[src/sv/spcp_pkg.sv]
`timescale 1ns / 1ps
// ----------------------------------------------------------------------------
// Servo pulse command parser package
// Shared constants, status codes and the table write type.
// ----------------------------------------------------------------------------
package spcp_pkg;

    localparam int NUM_CHANNELS = 12;
    localparam int CHAN_IDX_W   = (NUM_CHANNELS > 1) ? $clog2(NUM_CHANNELS) : 1;

    localparam int BYTE_W    = 8;
    localparam int DIGIT_W   = 4;
    localparam int INDEX_W   = 3;
    localparam int CHAN_W    = 7;
    localparam int ANGLE_W   = 10;
    localparam int PULSE_W   = 12;
    localparam int PULSE_CALC_W = 15;

    localparam logic [BYTE_W-1:0]  ASCII_ZERO  = 8'h30;
    localparam logic [BYTE_W-1:0]  ASCII_NINE  = 8'h39;
    localparam logic [INDEX_W-1:0] CHAN_DIGITS = 3'd2;
    localparam logic [INDEX_W-1:0] LAST_INDEX  = 3'd4;

    localparam logic [PULSE_CALC_W-1:0] PULSE_BASE = 15'd750;
    localparam logic [PULSE_CALC_W-1:0] PULSE_MAX  = 15'd3750;
    localparam logic [PULSE_W-1:0]      PULSE_RESET = 12'd2250;

    // floor(x / 5) for x below 3072 is (x * 6554) >> 15.
    localparam int RECIP_W     = 13;
    localparam int RECIP_SHIFT = 15;
    localparam logic [RECIP_W-1:0] RECIP_FIFTH = 13'd6554;

    typedef enum logic [1:0] {
        ST_OK       = 2'd0,
        ST_BAD_CHAR = 2'd1,
        ST_RANGE    = 2'd2
    } t_status;

    typedef struct packed {
        logic                  en;
        logic [CHAN_IDX_W-1:0] index;
        logic [PULSE_W-1:0]    value;
    } t_table_wr;

endpackage

[src/sv/servo_pulse_command_parser_core.sv]
`timescale 1ns / 1ps
// ----------------------------------------------------------------------------
// Servo pulse command parser
// Decodes five-digit ASCII servo commands and updates the pulse table.
// ----------------------------------------------------------------------------
// Usage:
// The input channel takes one received byte per word (i_valid, o_stall,
// i_rx_byte). Two digits give the channel, three digits the angle. A word
// that is not an ASCII digit ends the command with a bad-character result.
// The fifth digit yields a result with the decoded channel and, if the
// channel is 1 to 12 and the pulse fits, the new pulse width, which is also
// written to the table; otherwise an out-of-range result is given.
// The result channel (o_valid, i_stall, o_status, o_channel, o_pulse_width)
// carries one word for each completed or aborted command.
// An accepted byte is held in the input register, and the result word that it
// yields, if any, in the result register. One byte is taken every
// cycle while results drain. When the receiver stalls, the result register
// holds, one more byte waits in the input register, and then o_stall rises.
// Synchronous reset empties both registers, restarts the command and sets
// every table entry to 2250 ticks.
// ----------------------------------------------------------------------------
module servo_pulse_command_parser_core (
    input  logic                          i_clk,
    input  logic                          i_rst_n,
    input  logic                          i_valid,
    output logic                          o_stall,
    input  logic [spcp_pkg::BYTE_W-1:0]   i_rx_byte,
    output logic                          o_valid,
    input  logic                          i_stall,
    output logic [1:0]                    o_status,
    output logic [spcp_pkg::CHAN_W-1:0]   o_channel,
    output logic [spcp_pkg::PULSE_W-1:0]  o_pulse_width
);

    localparam int CHAN_MAC_W  = spcp_pkg::CHAN_W + 4;
    localparam int ANGLE_MAC_W = spcp_pkg::ANGLE_W + 4;

    logic                            r_in_valid;
    logic [spcp_pkg::BYTE_W-1:0]     r_in_byte;
    logic [spcp_pkg::INDEX_W-1:0]    r_digit_index, n_digit_index;
    logic [spcp_pkg::CHAN_W-1:0]     r_channel_acc, n_channel_acc;
    logic [spcp_pkg::ANGLE_W-1:0]    r_angle_acc, n_angle_acc;
    logic                            r_out_valid, n_out_valid;
    spcp_pkg::t_status               r_status, n_status;
    logic [spcp_pkg::CHAN_W-1:0]     r_channel, n_channel;
    logic [spcp_pkg::PULSE_W-1:0]    r_pulse, n_pulse;

    logic                            out_free;
    logic                            fire;
    logic                            accept;
    logic                            is_digit;
    logic [spcp_pkg::DIGIT_W-1:0]    digit;
    logic [CHAN_MAC_W-1:0]           chan_mac;
    logic [ANGLE_MAC_W-1:0]          angle_mac;
    logic [spcp_pkg::ANGLE_W-1:0]    angle;
    logic [spcp_pkg::PULSE_CALC_W-1:0] pulse;
    logic                            in_range;
    spcp_pkg::t_table_wr             table_wr;

    assign out_free = !r_out_valid || !i_stall;
    assign fire     = r_in_valid && out_free;
    assign o_stall  = r_in_valid && !out_free;
    assign accept   = i_valid && !o_stall;

    assign is_digit  = (r_in_byte >= spcp_pkg::ASCII_ZERO) && (r_in_byte <= spcp_pkg::ASCII_NINE);
    assign digit     = spcp_pkg::DIGIT_W'(r_in_byte - spcp_pkg::ASCII_ZERO);
    assign chan_mac  = CHAN_MAC_W'(r_channel_acc) * CHAN_MAC_W'(10) + CHAN_MAC_W'(digit);
    assign angle_mac = ANGLE_MAC_W'(r_angle_acc) * ANGLE_MAC_W'(10) + ANGLE_MAC_W'(digit);
    assign angle     = angle_mac[spcp_pkg::ANGLE_W-1:0];

    spcp_pulse_calc u_pulse_calc (
        .i_angle (angle),
        .o_pulse (pulse)
    );

    assign in_range = (pulse <= spcp_pkg::PULSE_MAX) && (r_channel_acc != '0)
                   && (r_channel_acc <= spcp_pkg::CHAN_W'(spcp_pkg::NUM_CHANNELS));

    always_comb begin
        n_digit_index  = r_digit_index;
        n_channel_acc  = r_channel_acc;
        n_angle_acc    = r_angle_acc;
        n_out_valid    = r_out_valid && i_stall;
        n_status       = r_status;
        n_channel      = r_channel;
        n_pulse        = r_pulse;
        table_wr.en    = 1'b0;
        table_wr.index = spcp_pkg::CHAN_IDX_W'(r_channel_acc - spcp_pkg::CHAN_W'(1));
        table_wr.value = pulse[spcp_pkg::PULSE_W-1:0];
        if (fire) begin
            priority if (!is_digit) begin
                n_digit_index = '0;
                n_channel_acc = '0;
                n_angle_acc   = '0;
                n_out_valid   = 1'b1;
                n_status      = spcp_pkg::ST_BAD_CHAR;
                n_channel     = '0;
                n_pulse       = '0;
            end else if (r_digit_index < spcp_pkg::CHAN_DIGITS) begin
                n_channel_acc = chan_mac[spcp_pkg::CHAN_W-1:0];
                n_digit_index = r_digit_index + 1'b1;
            end else if (r_digit_index < spcp_pkg::LAST_INDEX) begin
                n_angle_acc   = angle;
                n_digit_index = r_digit_index + 1'b1;
            end else begin
                n_digit_index = '0;
                n_channel_acc = '0;
                n_angle_acc   = '0;
                n_out_valid   = 1'b1;
                n_channel     = r_channel_acc;
                if (in_range) begin
                    n_status    = spcp_pkg::ST_OK;
                    n_pulse     = pulse[spcp_pkg::PULSE_W-1:0];
                    table_wr.en = 1'b1;
                end else begin
                    n_status = spcp_pkg::ST_RANGE;
                    n_pulse  = '0;
                end
            end
        end
    end

    always_ff @(posedge i_clk) begin
        if (!i_rst_n) begin
            r_in_valid    <= 1'b0;
            r_digit_index <= '0;
            r_channel_acc <= '0;
            r_angle_acc   <= '0;
            r_out_valid   <= 1'b0;
        end else begin
            r_in_valid    <= accept || (r_in_valid && !fire);
            r_digit_index <= n_digit_index;
            r_channel_acc <= n_channel_acc;
            r_angle_acc   <= n_angle_acc;
            r_out_valid   <= n_out_valid;
        end
    end

    always_ff @(posedge i_clk) begin
        if (accept) begin
            r_in_byte <= i_rx_byte;
        end
        r_status  <= n_status;
        r_channel <= n_channel;
        r_pulse   <= n_pulse;
    end

    spcp_pulse_table u_pulse_table (
        .i_clk   (i_clk),
        .i_rst_n (i_rst_n),
        .i_wr    (table_wr)
    );

    assign o_valid       = r_out_valid;
    assign o_status      = r_status;
    assign o_channel     = r_channel;
    assign o_pulse_width = r_pulse;

    a_stall_needs_word: assert property (@(posedge i_clk) disable iff (!i_rst_n)
        o_stall |-> (r_in_valid && r_out_valid))
        else $error("Input stalled without a pending word on both sides.");

    a_bad_char_restarts: assert property (@(posedge i_clk) disable iff (!i_rst_n)
        (fire && !is_digit) |=> (r_digit_index == '0 && o_valid
            && o_status == spcp_pkg::ST_BAD_CHAR && o_channel == '0))
        else $error("Non-digit word did not restart the command.");

    a_reject_zero_pulse: assert property (@(posedge i_clk) disable iff (!i_rst_n)
        (o_valid && o_status != spcp_pkg::ST_OK) |-> (o_pulse_width == '0))
        else $error("Rejected command carries a nonzero pulse width.");

endmodule

[src/sv/spcp_pulse_calc.sv]
`timescale 1ns / 1ps
// ----------------------------------------------------------------------------
// Pulse calculator
// Converts an angle to timer ticks: floor(angle * 83 / 5) + 750, computed as
// 16 * angle + floor(3 * angle / 5) + 750.
// ----------------------------------------------------------------------------
module spcp_pulse_calc (
    input  logic [spcp_pkg::ANGLE_W-1:0]      i_angle,
    output logic [spcp_pkg::PULSE_CALC_W-1:0] o_pulse
);

    localparam int TRIPLE_W = spcp_pkg::ANGLE_W + 2;
    localparam int PROD_W   = TRIPLE_W + spcp_pkg::RECIP_W;

    logic [TRIPLE_W-1:0]              triple;
    logic [PROD_W-1:0]                prod;
    logic [spcp_pkg::ANGLE_W-1:0]     fifth;
    logic [spcp_pkg::PULSE_CALC_W-1:0] sixteen;

    assign triple  = {1'b0, i_angle, 1'b0} + {2'b00, i_angle};
    assign prod    = PROD_W'(triple) * PROD_W'(spcp_pkg::RECIP_FIFTH);
    assign fifth   = prod[spcp_pkg::RECIP_SHIFT +: spcp_pkg::ANGLE_W];
    assign sixteen = {1'b0, i_angle, 4'b0000};
    assign o_pulse = sixteen + spcp_pkg::PULSE_CALC_W'(fifth) + spcp_pkg::PULSE_BASE;

endmodule

[src/sv/spcp_pulse_table.sv]
`timescale 1ns / 1ps
// ----------------------------------------------------------------------------
// Pulse width table
// One stored pulse width per channel, reset to the center position.
// ----------------------------------------------------------------------------
module spcp_pulse_table (
    input  logic                 i_clk,
    input  logic                 i_rst_n,
    input  spcp_pkg::t_table_wr  i_wr
);

    logic [spcp_pkg::PULSE_W-1:0] r_table [spcp_pkg::NUM_CHANNELS];

    always_ff @(posedge i_clk) begin
        if (!i_rst_n) begin
            for (int k = 0; k < spcp_pkg::NUM_CHANNELS; k++) begin
                r_table[k] <= spcp_pkg::PULSE_RESET;
            end
        end else if (i_wr.en) begin
            r_table[i_wr.index] <= i_wr.value;
        end
    end

    a_write_lands: assert property (@(posedge i_clk) disable iff (!i_rst_n)
        i_wr.en |=> r_table[$past(i_wr.index)] == $past(i_wr.value))
        else $error("Table entry does not hold the value just written.");

endmodule

[config.mk]
export PLATFORM = sky130hd
export DESIGN_NAME = servo_pulse_command_parser_core
export DESIGN_NICKNAME = d
export VERILOG_FILES = /design/src/sv/spcp_pkg.sv /design/src/sv/servo_pulse_command_parser_core.sv /design/src/sv/spcp_pulse_calc.sv /design/src/sv/spcp_pulse_table.sv
export SDC_FILE = /design/constraint.sdc
export NUM_CORES = 1
export LEC_CHECK = 0
export BUFFER_PORTS_ARGS = -buffer_cell sky130_fd_sc_hd__buf_2
export CORE_MARGIN = 1.5
export CORE_UTILIZATION = 55
export DETAILED_ROUTE_END_ITERATION = 12
export PLACE_DENSITY = 0.76
export SLEW_MARGIN = 30
export SYNTH_ARGS = -nofsm -noshare
export SYNTH_HDL_FRONTEND = slang
export SYNTH_SLANG_ARGS = --single-unit
export TNS_END_PERCENT = 5
[constraint.sdc]
create_clock -name i_clk -period 9 [get_ports i_clk]
set_clock_uncertainty 0.05 [all_clocks]
set_input_delay 1.35 -clock i_clk [delete_from_list [all_inputs] [get_ports i_clk]]
set_output_delay 1.35 -clock i_clk [all_outputs]
set_load 0.1 [all_outputs]
==> results of run 1 <==
[through the flow]
stage | util [%] | setup TNS (ps) | setup WS, ps | cell area, µm² | total power (µW)
after floorplan | - | -6410 | -532 | 6630 | 796
after global placement | 68.9 | -3590 | -312 | 7830 | 1100
after detailed placement | 68.9 | -6930 | -567 | 7830 | 1150
after CTS | 70.8 | -6170 | -498 | 8060 | 1370
after global routing | 71.7 | -12220 | -956 | 8150 | 1520
final | 71.7 | -7120 | -570 | 8150 | 1400
[cell families (layout without fill, tap and decap cells)]
logic type / after synthesis / in the layout / synth area share (%)
buffers and inverters: 133 / 292 / 7.92
multiplexers: 1 / 1 / 0.176
AO/OA/AOI/OAI: 110 / 110 / 12.0
XOR/XNOR: 58 / 58 / 8.53
AND/OR/NAND/NOR: 138 / 138 / 12.1
flip-flops: 50 / 50 / 20.2
adder cells (fa/ha/maj): 174 / 174 / 39.1
[repair_timing]
item                       in CTS  in global routing
buffers inserted                4                  2
pin swaps                      18                  9
gates resized for setup         7                 15
setup endpoints to repair      13                 13
[layer usage]
layer,vias up,wire (µm),global-route usage (%)
met5,-,0,0
met4,0,349,6.67
met3,34,647,4.87
met2,109,7740,45.1
met1,2553,6470,29.9
li1,2577,-,-
[sequential cells by signal, summed over array words and instances, names as in the netlist]
register	flops
o_channel	7
o_pulse_width	12
o_status	2
o_valid	1
r_angle_acc	9
r_channel_acc	7
r_digit_index	3
r_in_byte	8
r_in_valid	1
[layout by cell type, fill, tap and decap left out, types with 13 or more instances in the layout]
cell type  Yosys  routed
buf_4          0     125
inv_1        122     120
ha_1         131     119
fa_1          43      43
buf_2          0      34
xnor2_1       31      29
edfxtp_1      29      29
a21oi_1       30      28
nand2_1       26      25
nor2b_1       20      20
xor2_1        22      20
dfxtp_1       21      19
and2_1        18      18
nor2_1        18      17
nor3_1        14      13
a22oi_1       13      13
[power breakdown]
group | switching, µW | internal, µW
clock network | 82.5 | 130
registers | 2.27 | 247
logic | 498 | 444
total | 583 | 821
[worst paths after layout]
path / endpoint / slack (ps) / cells after the start / startpoint
worst max-delay path: o_pulse_width[8] / -570 / 44 / r_angle_acc[1]
worst min-delay path: r_channel_acc[4] / 470 / 2 / r_channel_acc[4]
worst max register to register: o_pulse_width[8] / -570 / 44 / r_angle_acc[1]
worst min register to register: r_channel_acc[4] / 470 / 2 / r_channel_acc[4]
[worst min-delay path: cells and delay by family (launching register included)]
| family | cells | cell delay, ps |
|---|---|---|
| AOI/OAI and AO/OA | 1 | 60 |
| DFF | 1 | 340 |
| and+or+nand+nor | 1 | 70 |
[final cells by class]
| type | instances | area share, % |
|---|---|---|
| Clock inverter | 3 | 0.491 |
| Sequential cell | 50 | 15.9 |
| Tap cell | 143 | 2.20 |
| Clock buffer | 5 | 1.54 |
| Timing Repair Buffer | 161 | 13.9 |
| Multi-Input combinational cell | 481 | 60.3 |
| Inverter | 123 | 5.67 |
==> qor.txt, run 1 <==
Yosys warns -> 0
Max Slew Vio Count -> 0
CP Capture Type -> flip-flop
Yosys top cell area share -> 25.6%
Syn_nets -> 850
Final setup fails -> 13
Boundary pin count -> 35
Clock Pin Slew Worst Setup and Hold Paths -> 70 ps
Avg Vias per Cell -> 5.46
Drt drc -> 0
Final setup margin -> -570 ps
Initial Util -> 56.2%
Clock latency on the worst-skew pair -> 290 ps
Largest cells by area after synthesis -> ha_1 (26%), edfxtp_1 (14%), fa_1 (13%), inv_1 (7.2%), dfxtp_1 (6.6%)
Die height -> 111 µm
First drt pass iteration count -> 4
Post-Route WL -> 15,200 µm
Antenna violations before repair -> 0
GP Congestion -> 0.982
Layout cells sized above 1 -> 27.7%
Largest fanout on the critical path -> 4
Worst min path class -> flip-flop to flip-flop
Max frequency -> 104 MHz
Hold Vio Cnt, Final -> 0
H-tree depth -> 2
Die Area -> 0.0123 mm²
Area of the multi-input gates -> 0.00492 mm²
Worst rel slew slack -> 56.0%
TritonCTS buffer count -> 5
CP max stage delay -> 550 ps
Starting DRT DRC Count -> 316
Worst vdd rail ir drop -> 0.204 mV
Storage element area -> 0.00129 mm²
Largest net degree at the start of global routing -> 22
Sinks on Clock Net -> 50
Post-Syn Area -> 0.00639 mm²
Max Cap Viol -> 0
Bufs and invs on worst path -> 9
Worst path top cell family by delay -> adder cells
Setup CP Type -> flip-flop to flip-flop
Synth Register Bits -> 50
Async set or reset register ratio after synthesis -> 0%
CTS Root Cell -> clkbuf_16
Pwr per Cell Area -> 172 mW/mm²
Area Growth Syn to Fin -> 27.4%
DR WL/cell -> 15.7 µm
Crit path arrival time -> 9530 ps
Clk buf depth -> 2
Startpoint types -> flip-flop
EDFF count, synth -> 29
Register area share after synthesis -> 20.2%
Grt ovf -> 0
CTS tree -> done
CP most frequent cell -> inv_1
Syn avg cell area -> 9.63 µm²
Rows -> 39
DPL Wire Length -> 12,600 µm
Hold Worst Slack -> 468 ps
Core Box Area -> 0.0114 mm²
Total GRT Usage -> 24.8%
Final ANT Viol Nets -> 0
Placed Instances -> 952
Synthesized netlist cell count -> 664
Status -> complete, but fails checks
I/O Buffers -> 34
Vias in the first global route -> 5,732
Crit share post-route -> 106%
Prevailing post-synth register cell -> edfxtp_1
Failing checks -> negative setup slack
CTS Hold Buffers Added -> 0
Worst path slowest cell -> or4b_4
Setup repair after global routing missed its margin -> yes
Top cells by count, synth -> ha_1 (131), inv_1 (122), fa_1 (43), xnor2_1 (31), a21oi_1 (30)
Total Nets Final -> 1,008
Leakage -> 0.00416 µW
Ant diodes -> 0
Data required, critical path -> 8960 ps
Vias -> 5,273
Global-route wire length before repair -> 25,200 µm
Final non-filler cell total -> 966
Fill cell count -> 770
Leading area contributor after synthesis -> ha_1
Synth unique cells -> 65
Fin crit period -> 9570 ps
Die Width -> 111 µm
Slew @ Worst Pin -> 653 ps
Most numerous cell in the Yosys netlist -> ha_1
(Power assumes the default switching activity.)
==> run 2: changes to the inputs <==
--- a/config.mk
+++ b/config.mk
@@ -10,6 +10,8 @@
 export CORE_UTILIZATION = 55
 export DETAILED_ROUTE_END_ITERATION = 12
 export PLACE_DENSITY = 0.76
+export REMOVE_ABC_BUFFERS = 1
+export SKIP_LAST_GASP = 1
 export SLEW_MARGIN = 30
 export SYNTH_ARGS = -nofsm -noshare
 export SYNTH_HDL_FRONTEND = slang
==> qor.txt, run 2 (synthesis results as in run 1) <==
Worst path slowest cell -> fa_2
Vias in the first global route -> 5,838
Worst path top cell family by delay -> adder cells
CP max stage delay -> 540 ps
Crit share post-route -> 107%
Ant diodes -> 0
Pwr per Cell Area -> 176 mW/mm²
Final setup fails -> 13
Clock latency on the worst-skew pair -> 290 ps
Antenna violations before repair -> 0
Worst vdd rail ir drop -> 0.257 mV
Post-Route WL -> 16,600 µm
Die Area -> 0.0123 mm²
Die height -> 111 µm
Final non-filler cell total -> 980
CTS Root Cell -> clkbuf_16
Clock Power Share -> 12.9%
CP most frequent cell -> inv_2
Most common cell after layout, fill and taps aside -> buf_4
Starting DRT DRC Count -> 361
Commonest cells after routing, fill and taps aside -> buf_4 (139), ha_1 (113), inv_1 (112), fa_1 (40), buf_2 (34)
Startpoint types -> flip-flop
Setup_tns -> -8300 ps
P_int -> 858 µW
Initial Util -> 56.2%
Total Nets Final -> 1,022
CTS Hold Buffers Added -> 0
Pwr Total -> 1480 µW
Combinational share of power -> 70.2%
Fill cell count -> 673
Clock Pin Slew Worst Setup and Hold Paths -> 70 ps
Grt ovf -> 0
Avg Vias per Cell -> 5.58
Sinks on Clock Net -> 50
Max frequency -> 104 MHz
Clk buf depth -> 2
Placed Instances -> 955
Storage element area -> 0.00130 mm²
Max Cap Viol -> 0
Final setup margin -> -659 ps
Max Slew Vio Count -> 0
Reg power frac -> 16.9%
TritonCTS buffer count -> 5
Crit path arrival time -> 9620 ps
Global-route wire length before repair -> 27,000 µm
CP Capture Type -> flip-flop
Final ANT Viol Nets -> 0
I/O Buffers -> 34
Largest net degree at the start of global routing -> 22
Core Box Area -> 0.0114 mm²
Data required, critical path -> 8960 ps
Hold Worst Slack -> 504 ps
Total GRT Usage -> 26.8%
CTS tree -> done
Bufs and invs on worst path -> 8
Status -> complete, but fails checks
Boundary pin count -> 35
Vias -> 5,466
Layout cells sized above 1 -> 32.9%
Max reg flops -> 12
DR WL/cell -> 16.9 µm
DPL Wire Length -> 12,400 µm
GP Congestion -> 0.922
Area Growth Syn to Fin -> 31.7%
Fin crit period -> 9660 ps
Hold Vio Cnt, Final -> 0
Worst min path class -> flip-flop to flip-flop
Area of the multi-input gates -> 0.00511 mm²
Rows -> 39
Failing checks -> negative setup slack
Slew @ Worst Pin -> 952 ps
Switch Pwr -> 620 µW
First drt pass iteration count -> 4
H-tree depth -> 2
Setup CP Type -> flip-flop to flip-flop
Worst rel slew slack -> 36.0%
Leakage -> 0.00421 µW
Sw frac -> 42.0%
Die Width -> 111 µm
Drt drc -> 0
Largest fanout on the critical path -> 7
Setup repair after global routing missed its margin -> yes
## run 2: power by group through the flow
| stage | combinational, µW | clock (µW) | sequential (µW) |
|---|---|---|---|
| 2_1_floorplan | 481 | 0 | 277 |
| 3_3_place_gp | 815 | 0 | 254 |
| 3_5_place_dp | 874 | 0 | 255 |
| 4_1_cts | 997 | 193 | 250 |
| 5_1_grt | 1140 | 202 | 250 |
| 6_report | 1040 | 191 | 250 |
## run 2: layout make-up
| type | instances | share of cell area, % |
|---|---|---|
| multi-input combinational | 482 | 60.6 |
| sequential | 50 | 15.4 |
| timing repair buffer | 174 | 14.5 |
| inverter | 123 | 5.48 |
| tap | 143 | 2.13 |
| clock buffer | 6 | 1.65 |
| clock inverter | 2 | 0.149 |
## run 2: per-layer routing
metal / routed length (µm) / global-route usage (%) / up-vias
met3: 695 / 2.90 / 53
met2: 8440 / 48.8 / 166
met1: 6840 / 32.7 / 2643
met5: 0 / 0 / -
li1: - / - / 2604
met4: 629 / 9.74 / 0
## run 2: per-stage QoR
stage | area [µm²] | setup WS, ps | utilization, %
after floorplan | 6350 | -891 | -
after global placement | 7630 | -602 | 67.1
after detailed placement | 7630 | -897 | 67.1
after CTS | 8240 | -429 | 72.5
after global routing | 8420 | -1030 | 74.1
final | 8420 | -659 | 74.1
## run 2: timing repair
action / in CTS / in global routing
resized for setup: 72 / 21
setup buffers: 9 / 7
gates cloned: 1 / 0
setup endpoints to repair: 13 / 13
pin swaps: 47 / 28
## run 2: worst reg2reg max path, delay by kind of cell (launching register included)
family	cells	cell delay [ps]
DFF	1	340
buffers and inverters	8	610
and+or+nand+nor	9	1950
adders and majority gates	11	3690
AOI/OAI and AO/OA	12	2430
xor gates and xnor gates	2	330
## run 2: path summary, 6_finish.rpt
| path | from | to | slack (ps) | cells after the start |
|---|---|---|---|---|
| setup / recovery | r_angle_acc[1] | o_pulse_width[3] | -660 | 42 |
| setup reg to reg | r_angle_acc[1] | o_pulse_width[3] | -660 | 42 |
| hold / removal | r_channel_acc[4] | r_channel_acc[4] | 500 | 2 |
| hold reg to reg | r_channel_acc[4] | r_channel_acc[4] | 500 | 2 |
==> run 3: changes to the inputs <==
--- a/config.mk
+++ b/config.mk
@@ -5,7 +5,7 @@
 export SDC_FILE = /design/constraint.sdc
 export NUM_CORES = 1
 export LEC_CHECK = 0
-export BUFFER_PORTS_ARGS = -buffer_cell sky130_fd_sc_hd__buf_2
+export BUFFER_PORTS_ARGS = -buffer_cell sky130_fd_sc_hd__buf_4
 export CORE_MARGIN = 1.5
 export CORE_UTILIZATION = 55
 export DETAILED_ROUTE_END_ITERATION = 12
==> qor.txt, run 3 (synthesis results as in run 1) <==
I/O Buffers -> 34
Status -> complete, but fails checks
Starting DRT DRC Count -> 276
Combinational share of power -> 69.6%
Largest net degree at the start of global routing -> 22
First drt pass iteration count -> 5
DP Area -> 0.00771 mm²
Final ANT Viol Nets -> 0
Boundary pin count -> 35
CTS Hold Buffers Added -> 0
Max Slew Vio Count -> 0
Max frequency -> 103 MHz
Worst R2R Start -> r_angle_acc[1]
Sinks on Clock Net -> 50
Failing checks -> negative setup slack
Worst min path class -> flip-flop to flip-flop
Largest fanout on the critical path -> 8
Die height -> 111 µm
Total GRT Usage -> 26.6%
CP Capture Type -> flip-flop
Die Area -> 0.0123 mm²
Clock Pin Slew Worst Setup and Hold Paths -> 70 ps
GP Congestion -> 0.900
Fin crit period -> 9750 ps
Commonest cells after routing, fill and taps aside -> buf_4 (166), ha_1 (116), inv_1 (115), fa_1 (42)
Leakage -> 0.00421 µW
Antenna violations before repair -> 0
Switch Pwr -> 607 µW
Worst vdd rail ir drop -> 0.260 mV
R2R Setup Slk -> -750 ps
Avg Vias per Cell -> 5.65
Clk buf depth -> 2
CP max stage delay -> 530 ps
Max reg flops -> 12
Initial Util -> 56.2%
Sw frac -> 42.5%
Utilization after layout -> 73.8%
Startpoint types -> flip-flop
Vias -> 5,496
Worst path slowest cell -> fa_1
Reg power frac -> 17.5%
CP most frequent cell -> buf_4
Clock latency on the worst-skew pair -> 290 ps
Drt drc -> 0
Clock Power Share -> 12.9%
Data required, critical path -> 9000 ps
Die Width -> 111 µm
Global-route wire length before repair -> 26,900 µm
Most common cell after layout, fill and taps aside -> buf_4
Worst rel slew slack -> 55.0%
Vias in the first global route -> 5,778
CTS tree -> done
Hold Vio Cnt, Final -> 0
Rows -> 39
Final setup fails -> 13
Layout cells sized above 1 -> 31.0%
Core Box Area -> 0.0114 mm²
P_int -> 821 µW
DR WL/cell -> 17.6 µm
Max Cap Viol -> 0
Area Growth Syn to Fin -> 31.2%
Pwr per Cell Area -> 170 mW/mm²
Post-Route WL -> 17,200 µm
Min-delay src -> r_channel_acc[4]
Ant diodes -> 0
DPL Wire Length -> 12,600 µm
Final Cell Area -> 0.00839 mm²
Crit share post-route -> 108%
TritonCTS buffer count -> 5
Slew @ Worst Pin -> 669 ps
CP startpoint -> r_angle_acc[1]
Setup CP Type -> flip-flop to flip-flop
Crit path arrival time -> 9750 ps
Total Nets Final -> 1,015
H-tree depth -> 2
CTS Root Cell -> clkbuf_16
Pre-CTS setup slack -> -956 ps
Final setup margin -> -751 ps
Setup repair after global routing missed its margin -> yes
Grt ovf -> 0
-- run 3: changes by cell type in the layout (fill, tap and decap cells not counted), moves of 2 or more --
cell	delta
buf_2	-34
buf_4	+27
ha_1	+3
inv_1	+3
inv_2	-3
o21ai_0	+3
o21ai_1	-3
fa_1	+2
fa_2	-2
ha_4	-2
nor2_2	-2
-- run 3: path summary, 6_finish.rpt --
check / end / cells after the start
setup reg to reg: o_status[1] / 47
hold reg to reg: r_channel_acc[4] / 2
hold / removal: r_channel_acc[4] / 2
setup / recovery: o_status[1] / 47
-- run 3: power by group through the flow --
stage / registers (µW) / clock network [µW] / logic [µW]
after floorplan: 277 / 0 / 481
after global placement: 255 / 0 / 822
after detailed placement: 255 / 0 / 877
after CTS: 250 / 187 / 960
after global routing: 250 / 197 / 1090
final: 250 / 185 / 993
-- run 3: metrics by stage --
stage / hold WS [ps] / instances / TNS [ps] / power (µW)
after floorplan: 416 / 654 / -11250 / 759
after global placement: 448 / 954 / -7280 / 1080
after detailed placement: 447 / 954 / -12030 / 1130
after CTS: 474 / 972 / -5890 / 1400
after global routing: 526 / 973 / -14530 / 1540
final: 491 / 973 / -9320 / 1430
-- run 3: critical path, delay by kind of cell, from the launching register on --
kind                     cells  cell delay [ps]
adder cells (fa/ha/maj)     12             3590
AO/OA/AOI/OAI               13             2340
buffers and inverters       12             1360
XOR/XNOR                     4              910
AND/OR/NAND/NOR              6              900
flip-flops                   1              340
-- run 3: area by class of cell --
| class | instances | area, µm² |
|---|---|---|
| clock buffer | 7 | 134 |
| clock inverter | 1 | 6.26 |
| fill | 731 | 2980 |
| inverter | 123 | 462 |
| multi-input combinational | 481 | 5050 |
| sequential | 50 | 1300 |
| tap | 143 | 179 |
| timing repair buffer | 168 | 1270 |
-- run 3: what timing repair did --
item / in CTS / in global routing
pin swaps: 42 / 16
gates resized for setup: 55 / 23
gates cloned: 0 / 0
setup buffers: 11 / 1
setup endpoints to repair: 13 / 13
-- run 3: layer usage --
metal | global-route usage, % | vias to the layer above | part of all wire (%)
met5 | 0 | - | 0
met3 | 3.50 | 63 | 4.7
li1 | - | 2580 | -
met4 | 9.32 | 0 | 4.2
met2 | 48.0 | 189 | 52
met1 | 32.7 | 2664 | 39
